## src/sv/u16u8_pkg.sv

```systemverilog
// Shared types, constants and UTF-8 encode functions for the transcoder.
// No dependencies.
`timescale 1ns / 1ps

package u16u8_pkg;

  localparam logic [15:0] HI_FIRST = 16'hD800;
  localparam logic [15:0] HI_LAST  = 16'hDBFF;
  localparam logic [15:0] LO_FIRST = 16'hDC00;
  localparam logic [15:0] LO_LAST  = 16'hDFFF;

  localparam logic [20:0] SUPP_BASE = 21'h10000;
  localparam logic [20:0] MAX_1B    = 21'h0007F;
  localparam logic [20:0] MAX_2B    = 21'h007FF;
  localparam logic [20:0] MAX_3B    = 21'h0FFFF;

  localparam logic [7:0] LEAD2 = 8'hC0;
  localparam logic [7:0] LEAD3 = 8'hE0;
  localparam logic [7:0] LEAD4 = 8'hF0;
  localparam logic [7:0] CONT  = 8'h80;

  localparam logic [5:0] HI_TAG = 6'b110110;  // upper bits of a high surrogate

  localparam int QDEPTH = 2;
  localparam int QPTR_W = $clog2(QDEPTH);
  localparam int QCNT_W = $clog2(QDEPTH + 1);

  // One queued request: optional held surrogate (3 bytes), then optional code point.
  typedef struct packed {
    logic        has_held;
    logic [9:0]  held_bits;
    logic        has_cp;
    logic [20:0] cp;
    logic        text_done;
  } job_t;

  function automatic logic [2:0] utf8_len(input logic [20:0] cp);
    logic [2:0] n;
    if (cp <= MAX_1B) n = 3'd1;
    else if (cp <= MAX_2B) n = 3'd2;
    else if (cp <= MAX_3B) n = 3'd3;
    else n = 3'd4;
    return n;
  endfunction

  function automatic logic [7:0] utf8_byte(input logic [20:0] cp, input logic [1:0] pos);
    logic [2:0] n;
    logic [7:0] b;
    n = utf8_len(cp);
    b = CONT | {2'b00, cp[5:0]};
    case (n)
      3'd1: b = {1'b0, cp[6:0]};
      3'd2: begin
        if (pos == 2'd0) b = LEAD2 | {3'b000, cp[10:6]};
      end
      3'd3: begin
        case (pos)
          2'd0: b = LEAD3 | {4'b0000, cp[15:12]};
          2'd1: b = CONT | {2'b00, cp[11:6]};
          default: b = CONT | {2'b00, cp[5:0]};
        endcase
      end
      default: begin
        case (pos)
          2'd0: b = LEAD4 | {5'b00000, cp[20:18]};
          2'd1: b = CONT | {2'b00, cp[17:12]};
          2'd2: b = CONT | {2'b00, cp[11:6]};
          default: b = CONT | {2'b00, cp[5:0]};
        endcase
      end
    endcase
    return b;
  endfunction

endpackage

```

## src/sv/u16u8_front.sv

```systemverilog
// Front end: accepts code units, pairs surrogates, pushes encode requests.
// Depends on u16u8_pkg.
`timescale 1ns / 1ps

module u16u8_front (
  input  logic               clk,
  input  logic               rst_n,
  input  logic               in_valid,
  output logic               in_ready,
  input  logic [15:0]        in_code_unit,
  input  logic               in_string_end,
  output logic               job_valid,
  output u16u8_pkg::job_t    job,
  input  logic               job_ready
);
  import u16u8_pkg::*;

  logic       held_valid_r, held_valid_nxt;
  logic [9:0] held_bits_r, held_bits_nxt;
  logic       accept, is_high, is_low, joined;

  assign in_ready = job_ready;
  assign accept   = in_valid & in_ready;
  assign is_high  = in_code_unit inside {[HI_FIRST:HI_LAST]};
  assign is_low   = in_code_unit inside {[LO_FIRST:LO_LAST]};
  assign joined   = held_valid_r & is_low;

  always_comb begin
    job            = '0;
    job.text_done  = in_string_end;
    held_valid_nxt = held_valid_r;
    held_bits_nxt  = held_bits_r;
    if (accept) begin
      held_valid_nxt = 1'b0;
      held_bits_nxt  = '0;
      if (joined) begin
        job.has_cp = 1'b1;
        job.cp     = SUPP_BASE + {1'b0, held_bits_r, in_code_unit[9:0]};
      end else begin
        job.has_held  = held_valid_r;
        job.held_bits = held_bits_r;
        if (is_high && !in_string_end) begin
          held_valid_nxt = 1'b1;
          held_bits_nxt  = in_code_unit[9:0];
        end else begin
          job.has_cp = 1'b1;
          job.cp     = {5'b00000, in_code_unit};
        end
      end
    end
  end

  // A held high surrogate with nothing else produces no request.
  assign job_valid = accept & (job.has_held | job.has_cp);

  always_ff @(posedge clk) begin
    if (!rst_n) begin
      held_valid_r <= 1'b0;
      held_bits_r  <= '0;
    end else begin
      held_valid_r <= held_valid_nxt;
      held_bits_r  <= held_bits_nxt;
    end
  end

endmodule

```

## src/sv/u16u8_queue.sv

```systemverilog
// Small request queue between front end and byte emitter.
// Depends on u16u8_pkg.
`timescale 1ns / 1ps

module u16u8_queue (
  input  logic            clk,
  input  logic            rst_n,
  input  logic            push_valid,
  output logic            push_ready,
  input  u16u8_pkg::job_t push_job,
  output logic            pop_valid,
  input  logic            pop_ready,
  output u16u8_pkg::job_t pop_job
);
  import u16u8_pkg::*;

  job_t              mem_r [QDEPTH];
  logic [QPTR_W-1:0] wr_ptr_r, wr_ptr_nxt, rd_ptr_r, rd_ptr_nxt;
  logic [QCNT_W-1:0] count_r, count_nxt;
  logic              do_push, do_pop;

  assign push_ready = (count_r != QCNT_W'(QDEPTH));
  assign pop_valid  = (count_r != '0);
  assign pop_job    = mem_r[rd_ptr_r];
  assign do_push    = push_valid & push_ready;
  assign do_pop     = pop_valid & pop_ready;

  always_comb begin
    wr_ptr_nxt = wr_ptr_r;
    rd_ptr_nxt = rd_ptr_r;
    count_nxt  = count_r;
    if (do_push) begin
      wr_ptr_nxt = (wr_ptr_r == QPTR_W'(QDEPTH - 1)) ? '0 : wr_ptr_r + 1'b1;
    end
    if (do_pop) begin
      rd_ptr_nxt = (rd_ptr_r == QPTR_W'(QDEPTH - 1)) ? '0 : rd_ptr_r + 1'b1;
    end
    if (do_push && !do_pop) count_nxt = count_r + 1'b1;
    else if (!do_push && do_pop) count_nxt = count_r - 1'b1;
  end

  always_ff @(posedge clk) begin
    if (!rst_n) begin
      wr_ptr_r <= '0;
      rd_ptr_r <= '0;
      count_r  <= '0;
    end else begin
      wr_ptr_r <= wr_ptr_nxt;
      rd_ptr_r <= rd_ptr_nxt;
      count_r  <= count_nxt;
    end
  end

  always_ff @(posedge clk) begin
    if (do_push) mem_r[wr_ptr_r] <= push_job;
  end

endmodule

```

## src/sv/u16u8_back.sv

```systemverilog
// Back end: walks one queued request byte by byte into the output register.
// Depends on u16u8_pkg.
`timescale 1ns / 1ps

module u16u8_back (
  input  logic            clk,
  input  logic            rst_n,
  input  logic            job_valid,
  output logic            job_ready,
  input  u16u8_pkg::job_t job,
  output logic            out_valid,
  input  logic            out_ready,
  output logic [7:0]      out_byte,
  output logic            out_run_last,
  output logic            out_text_done
);
  import u16u8_pkg::*;

  localparam logic [2:0] HELD_BYTES = 3'd3;

  logic [2:0]  idx_r, idx_nxt;
  logic        out_valid_r, out_valid_nxt;
  logic [7:0]  byte_r, byte_nxt;
  logic        run_last_r, run_last_nxt;
  logic        text_done_r, text_done_nxt;
  logic [2:0]  n_held, n_cp, total, cp_pos;
  logic        sel_held, last_byte, load;
  logic [20:0] held_cp;

  assign n_held    = job.has_held ? HELD_BYTES : 3'd0;
  assign n_cp      = job.has_cp ? utf8_len(job.cp) : 3'd0;
  assign total     = n_held + n_cp;
  assign sel_held  = idx_r < n_held;
  assign cp_pos    = idx_r - n_held;
  assign held_cp   = {5'b00000, HI_TAG, job.held_bits};
  assign last_byte = (idx_r == total - 3'd1);
  assign load      = job_valid & (~out_valid_r | out_ready);
  assign job_ready = load & last_byte;

  always_comb begin
    idx_nxt       = idx_r;
    out_valid_nxt = out_valid_r & ~out_ready;
    byte_nxt      = byte_r;
    run_last_nxt  = run_last_r;
    text_done_nxt = text_done_r;
    if (load) begin
      out_valid_nxt = 1'b1;
      byte_nxt      = sel_held ? utf8_byte(held_cp, idx_r[1:0])
                               : utf8_byte(job.cp, cp_pos[1:0]);
      run_last_nxt  = last_byte;
      text_done_nxt = last_byte & job.text_done;
      idx_nxt       = last_byte ? 3'd0 : idx_r + 3'd1;
    end
  end

  always_ff @(posedge clk) begin
    if (!rst_n) begin
      idx_r       <= '0;
      out_valid_r <= 1'b0;
    end else begin
      idx_r       <= idx_nxt;
      out_valid_r <= out_valid_nxt;
    end
  end

  always_ff @(posedge clk) begin
    byte_r      <= byte_nxt;
    run_last_r  <= run_last_nxt;
    text_done_r <= text_done_nxt;
  end

  assign out_valid     = out_valid_r;
  assign out_byte      = byte_r;
  assign out_run_last  = run_last_r;
  assign out_text_done = text_done_r;

endmodule

```

## src/sv/utf16_to_utf8_transcoder.sv

```systemverilog
// UTF-16 to UTF-8 transcoder, top level. Each accepted code unit yields 0 to 6 UTF-8
// bytes, one byte per cycle while out_ready is high, through a registered output; a
// high surrogate that does not end the string is held and joined with the next unit
// (4 bytes) or emitted alone as 3 bytes. Units enter a 2-deep request queue at one per
// cycle; in_ready drops only while the queue is full. The sustained rate is set by the
// byte emitter, which pops a request only with its last byte; a unit causes 1 to 3 bytes
// for most text, 4 per surrogate pair over two units, and a surrogate that is held, none yet.
// Depends on u16u8_pkg, u16u8_front, u16u8_queue, u16u8_back.
`timescale 1ns / 1ps

module utf16_to_utf8_transcoder (
  input  logic        clk,
  input  logic        rst_n,
  input  logic        in_valid,
  output logic        in_ready,
  input  logic [15:0] in_code_unit,
  input  logic        in_string_end,
  output logic        out_valid,
  input  logic        out_ready,
  output logic [7:0]  out_byte,
  output logic        out_run_last,
  output logic        out_text_done
);
  import u16u8_pkg::*;

  logic push_valid, push_ready, pop_valid, pop_ready;
  job_t push_job, pop_job;

  u16u8_front u_front (
    .clk           (clk),
    .rst_n         (rst_n),
    .in_valid      (in_valid),
    .in_ready      (in_ready),
    .in_code_unit  (in_code_unit),
    .in_string_end (in_string_end),
    .job_valid     (push_valid),
    .job           (push_job),
    .job_ready     (push_ready)
  );

  u16u8_queue u_queue (
    .clk        (clk),
    .rst_n      (rst_n),
    .push_valid (push_valid),
    .push_ready (push_ready),
    .push_job   (push_job),
    .pop_valid  (pop_valid),
    .pop_ready  (pop_ready),
    .pop_job    (pop_job)
  );

  u16u8_back u_back (
    .clk           (clk),
    .rst_n         (rst_n),
    .job_valid     (pop_valid),
    .job_ready     (pop_ready),
    .job           (pop_job),
    .out_valid     (out_valid),
    .out_ready     (out_ready),
    .out_byte      (out_byte),
    .out_run_last  (out_run_last),
    .out_text_done (out_text_done)
  );

endmodule

```

## config.mk

```make
export PLATFORM = sky130hd
export DESIGN_NAME = utf16_to_utf8_transcoder
export DESIGN_NICKNAME = d
export VERILOG_FILES = /design/src/sv/u16u8_pkg.sv /design/src/sv/u16u8_front.sv /design/src/sv/u16u8_queue.sv /design/src/sv/u16u8_back.sv /design/src/sv/utf16_to_utf8_transcoder.sv
export SDC_FILE = /design/constraint.sdc
export NUM_CORES = 1
export LEC_CHECK = 0
export BUFFER_PORTS_ARGS = -buffer_cell sky130_fd_sc_hd__buf_2
export CORE_ASPECT_RATIO = 1.5
export CORE_MARGIN = 1
export CORE_UTILIZATION = 35
export DETAILED_ROUTE_END_ITERATION = 6
export PLACE_DENSITY = 0.51
export REMOVE_ABC_BUFFERS = 1
export SETUP_SLACK_MARGIN = 0.2
export SLEW_MARGIN = 0
export SYNTH_ARGS = -nofsm -noshare
export SYNTH_HDL_FRONTEND = slang
export SYNTH_HIERARCHICAL = 1
export SYNTH_SLANG_ARGS = --single-unit
```

## constraint.sdc

```tcl
create_clock -name clk -period 11.7 [get_ports clk]
set_input_delay 2.925 -clock clk [delete_from_list [all_inputs] [get_ports clk]]
set_output_delay 2.925 -clock clk [all_outputs]
set_load 0.03 [all_outputs]
```

==> flow_results.xml <==
<?xml version="1.0" encoding="UTF-8"?>
<metrics>
  <group name="timing">
    <metric name="final_max_slew_viol_count" unit="">0</metric>
    <metric name="fin_setup_tns" unit="ns">0</metric>
    <metric name="min_period_over_period" unit="">0.441</metric>
    <metric name="worst_clock_skew" unit="ns">0.00853</metric>
    <metric name="worst_hold_slack" unit="ns">0.477</metric>
    <metric name="setup-violations-final" unit="">0</metric>
    <metric name="final.min_clock_period" unit="ns">5.17</metric>
    <metric name="achievable-frequency" unit="GHz">0.194</metric>
    <metric name="grt_setup_unrepaired" unit="">no</metric>
    <metric name="slew-limit-headroom" unit="">0.239</metric>
    <metric name="finalHoldViolCount" unit="">0</metric>
    <metric name="timing_worst_slew_pin_value" unit="ns">1.14</metric>
  </group>
  <group name="drt">
    <metric name="drt_wl_total" unit="mm">10.8</metric>
    <metric name="post-route-drc-count" unit="">0</metric>
    <metric name="via_per_inst" unit="">5.39</metric>
    <metric name="vias" unit="">3089</metric>
    <metric name="first_iter_violations" unit="">233</metric>
    <metric name="dr.pass1.iters" unit="">4</metric>
    <metric name="detail_route.wl_per_cell" unit="µm">18.8</metric>
    <metric name="ant_nets" unit="">0</metric>
  </group>
  <group name="final_layout">
    <metric name="regArea" unit="µm²">2740</metric>
    <metric name="antenna_diodes" unit="">0</metric>
    <metric name="mostFrequentLayoutCell" unit="">sky130_fd_sc_hd__edfxtp_1</metric>
    <metric name="layout_common_cells" unit="">78 x sky130_fd_sc_hd__edfxtp_1, 35 x sky130_fd_sc_hd__mux2_2, 33 x sky130_fd_sc_hd__nand3_1, 32 x sky130_fd_sc_hd__buf_2, 20 x sky130_fd_sc_hd__dfxtp_1</metric>
    <metric name="layout.cell_area.non_filler" unit="µm²">5370</metric>
    <metric name="filler_cell_count" unit="">1265</metric>
    <metric name="ratio_of_cells_with_drive_above_1_in_the_final_layout" unit="">0.256</metric>
    <metric name="stdcell_count" unit="">573</metric>
    <metric name="multi_input_comb_area" unit="µm²">1870</metric>
    <metric name="area.growth.synth_to_final" unit="%">12.4</metric>
    <metric name="final_net_count" unit="">440</metric>
  </group>
  <group name="placement">
    <metric name="io_buffers" unit="">32</metric>
    <metric name="post-dp-hpwl" unit="mm">7.61</metric>
    <metric name="placed_cells" unit="">557</metric>
    <metric name="placement.cell_area" unit="µm²">5050</metric>
    <metric name="weighted_congestion_at_the_end_of_routability_driven_global_placement" unit="">0.862</metric>
  </group>
  <group name="global_routing">
    <metric name="maximum_number_of_pins_on_one_net_before_global_route_repair" unit="">35</metric>
    <metric name="grt_pass1_vias" unit="">3129</metric>
    <metric name="grt_antenna_before_repair" unit="">0</metric>
    <metric name="global_route.usage.total" unit="">0.158</metric>
    <metric name="grt-ovfl-total" unit="">0</metric>
    <metric name="grt_pass1_wl" unit="mm">17.1</metric>
  </group>
  <group name="power">
    <metric name="max-vdd-ir-drop" unit="mV">0.103</metric>
    <metric name="power.static_leakage" unit="nW">1.87</metric>
    <metric name="finalPower" unit="W">0.00130</metric>
    <metric name="power_density" unit="nW/µm²">242</metric>
  </group>
  <group name="worst_setup_path">
    <metric name="worstPathRequired" unit="ns">11.97</metric>
    <metric name="criticalPathCategory" unit="">reg -&gt; reg</metric>
    <metric name="critical_path.slowest_cell" unit="">sky130_fd_sc_hd__nor2_1</metric>
    <metric name="worstPathArrival" unit="ns">5.44</metric>
    <metric name="crit_path_cell_trace" unit="">buf_4, mux2_2, or4_1, nor2_1, nand3_1, nand3_1, ha_1, inv_1, ha_1, xor2_1, xnor2_1, a21oi_1, nor4_4, and2_1, o21ai_1, ha_1, or3_1, a21boi_1</metric>
    <metric name="worstSetupStartpointType" unit="">flop</metric>
    <metric name="cpMostUsedCell" unit="">sky130_fd_sc_hd__ha_1</metric>
    <metric name="r2r_setup_slack" unit="ns">6.53</metric>
    <metric name="timing.reg2reg.worst_path_depth" unit="">18</metric>
    <metric name="critical_path_peak_fanout" unit="">34</metric>
    <metric name="slowest_delay" unit="ns">0.60</metric>
    <metric name="timing.critical_path.to_type" unit="">flop</metric>
  </group>
  <group name="logic_synthesis">
    <metric name="postSynthCellCount" unit="">386</metric>
    <metric name="post_synth_num_cell_types" unit="">59</metric>
    <metric name="synth-seq-cells" unit="">98</metric>
    <metric name="synth.yosys.seq_area_share" unit="">0.574</metric>
    <metric name="ys_async_sr_fraction" unit="">0</metric>
    <metric name="synth_edf_count" unit="">78</metric>
    <metric name="mappedNetlistArea" unit="µm²">4780</metric>
    <metric name="ys_warn_count" unit="">6</metric>
    <metric name="postSynth.topFlopCell" unit="">sky130_fd_sc_hd__edfxtp_1</metric>
    <metric name="post_synth.cell_area_avg" unit="µm²">12.4</metric>
  </group>
  <group name="clock_network">
    <metric name="clkLatencyLatePin" unit="ns">0.34</metric>
    <metric name="h-tree-depth" unit="">3</metric>
    <metric name="post_cts.repair.setup_buffers" unit="">0</metric>
    <metric name="clkSlewWorstSetupHoldPaths" unit="ns">0.06</metric>
    <metric name="clock_path_buffers" unit="">2</metric>
    <metric name="cts-resized-gates" unit="">0</metric>
    <metric name="ctsRootBufferMaster" unit="">sky130_fd_sc_hd__clkbuf_16</metric>
    <metric name="number_of_buffers_added_to_fix_hold_violations_after_cts" unit="">0</metric>
    <metric name="clock_tree_from_tritoncts" unit="">built</metric>
    <metric name="tritoncts.num_buffers" unit="">9</metric>
    <metric name="cts.sink_count" unit="">98</metric>
  </group>
  <group name="die">
    <metric name="floorplan.initialDensity" unit="">0.364</metric>
    <metric name="boundaryPins" unit="">33</metric>
    <metric name="fp.coreArea" unit="µm²">13100</metric>
    <metric name="chip_height" unit="µm">145</metric>
    <metric name="fp.dieArea" unit="µm²">14100</metric>
    <metric name="dieWidth" unit="µm">97.4</metric>
    <metric name="num_rows" unit="">51</metric>
  </group>
  <group name="min_path">
    <metric name="hold_path.class" unit="">reg -&gt; reg</metric>
    <metric name="min_path_cells" unit="">2</metric>
  </group>
  <group name="outcome">
    <metric name="outcome" unit="">finished clean</metric>
  </group>
  <group name="run">
    <metric name="maxCapViolations" unit="">0</metric>
  </group>
</metrics>
==> routing by layer <==
| metal | up-vias | global-route usage | wire (µm) |
|---|---|---|---|
| met3 | 19 | 0.0332 | 365 |
| met5 | - | 0 | 0 |
| li1 | 1506 | - | - |
| met1 | 1501 | 0.188 | 4420 |
| met2 | 63 | 0.278 | 5720 |
| met4 | 0 | 0.0603 | 246 |
==> flip-flops by register name (all words and copies together), names as in the netlist, named ones only <==
name and count:
u_front/held_valid_r 1, u_front/held_bits_r 10, u_queue/count_r 2, u_back/out_byte 8, u_queue/wr_ptr_r 1, u_queue/rd_ptr_r 1, u_back/out_valid 1, u_back/out_run_last 1
u_queue/mem_r 68, u_back/out_text_done 1, u_back/idx_r 3
==> cell type report <==
cell class,count,area share
inverters,9,0.00629
repair buffers,37,0.0368
multi-input cells,254,0.349
clock buffers,11,0.0452
flip-flops and latches,98,0.510
well taps,159,0.0370
clock inverters,5,0.0158
==> metrics by stage <==
stage               worst slack, ns   util
floorplan                      6.74      -
global placement               6.59  0.384
detailed placement             6.55  0.384
CTS                            6.53  0.409
global route                   6.18  0.409
finish                         6.53  0.409
==> cell families (layout without fill, tap and decap cells) <==
kind of cell	Yosys count	in the layout	synth area share
fa+ha+maj	10	10	0.0262
mux	40	40	0.0982
buf+inv	34	62	0.0343
compound gates	64	64	0.0864
xor+xnor	12	12	0.0220
simple gates	128	128	0.159
flops	98	98	0.574
==> synth_stat cells (2+ instances only) <==
cell / n / share of area
sky130_fd_sc_hd__and2_1: 19 / 0.025
sky130_fd_sc_hd__inv_1: 9 / 0.0071
sky130_fd_sc_hd__nor4_1: 3 / 0.0039
sky130_fd_sc_hd__a32oi_1: 3 / 0.0055
sky130_fd_sc_hd__a21oi_1: 12 / 0.013
sky130_fd_sc_hd__buf_6: 2 / 0.0047
sky130_fd_sc_hd__or3_1: 3 / 0.0039
sky130_fd_sc_hd__a31oi_1: 5 / 0.0065
sky130_fd_sc_hd__mux2i_1: 3 / 0.0063
sky130_fd_sc_hd__ha_1: 10 / 0.026
sky130_fd_sc_hd__o21a_1: 2 / 0.0031
sky130_fd_sc_hd__o22ai_1: 7 / 0.0092
sky130_fd_sc_hd__xor2_1: 5 / 0.0092
sky130_fd_sc_hd__xnor2_1: 7 / 0.013
sky130_fd_sc_hd__nor3_1: 10 / 0.010
sky130_fd_sc_hd__nand2_1: 19 / 0.015
sky130_fd_sc_hd__and3_1: 4 / 0.0052
sky130_fd_sc_hd__nand3_1: 33 / 0.035
sky130_fd_sc_hd__a211oi_1: 2 / 0.0031
sky130_fd_sc_hd__buf_4: 2 / 0.0031
sky130_fd_sc_hd__clkbuf_1: 10 / 0.0079
sky130_fd_sc_hd__and3_2: 6 / 0.0094
sky130_fd_sc_hd__nand4_1: 2 / 0.0026
sky130_fd_sc_hd__mux4_2: 2 / 0.0094
sky130_fd_sc_hd__mux2_2: 35 / 0.082
sky130_fd_sc_hd__edfxtp_1: 78 / 0.49
sky130_fd_sc_hd__nor2_1: 7 / 0.0055
sky130_fd_sc_hd__nand3b_1: 3 / 0.0047
sky130_fd_sc_hd__nor2b_1: 6 / 0.0079
sky130_fd_sc_hd__or4_1: 3 / 0.0047
sky130_fd_sc_hd__a221oi_1: 2 / 0.0037
sky130_fd_sc_hd__buf_2: 10 / 0.010
sky130_fd_sc_hd__o21ai_1: 6 / 0.0063
sky130_fd_sc_hd__o21ai_0: 12 / 0.013
sky130_fd_sc_hd__dfxtp_1: 20 / 0.084
==> worst max-delay path, delay by kind of cell, from the launching register on <==
kind | cells | cell delay [ns]
compound gates | 3 | 0.34
buf+inv | 2 | 0.45
flops | 1 | 0.30
simple gates | 7 | 2.52
xor+xnor | 2 | 0.34
mux | 1 | 0.40
fa+ha+maj | 3 | 0.71
==> path summary, 6_finish.rpt <==
check	startpoint	end
worst max register to register	flop	u_queue/count_r[1]$_SDFFE_PN0P_
worst min register to register	u_front/held_bits_r[3]$_SDFFE_PN0P_	u_front/held_bits_r[3]$_SDFFE_PN0P_
worst min-delay path	u_front/held_bits_r[3]$_SDFFE_PN0P_	u_front/held_bits_r[3]$_SDFFE_PN0P_
worst max-delay path	flop	u_queue/count_r[1]$_SDFFE_PN0P_
==> power breakdown <==
| part | internal (W) | leakage [nW] | switching [W] | total, W |
|---|---|---|---|---|
| Clock | 0.000194 | 0.156 | 0.000127 | 0.000321 |
| Sequential | 0.000476 | 0.902 | 0.0000212 | 0.000497 |
| Combinational | 0.000180 | 0.811 | 0.000302 | 0.000482 |
(Power assumes the default switching activity.)
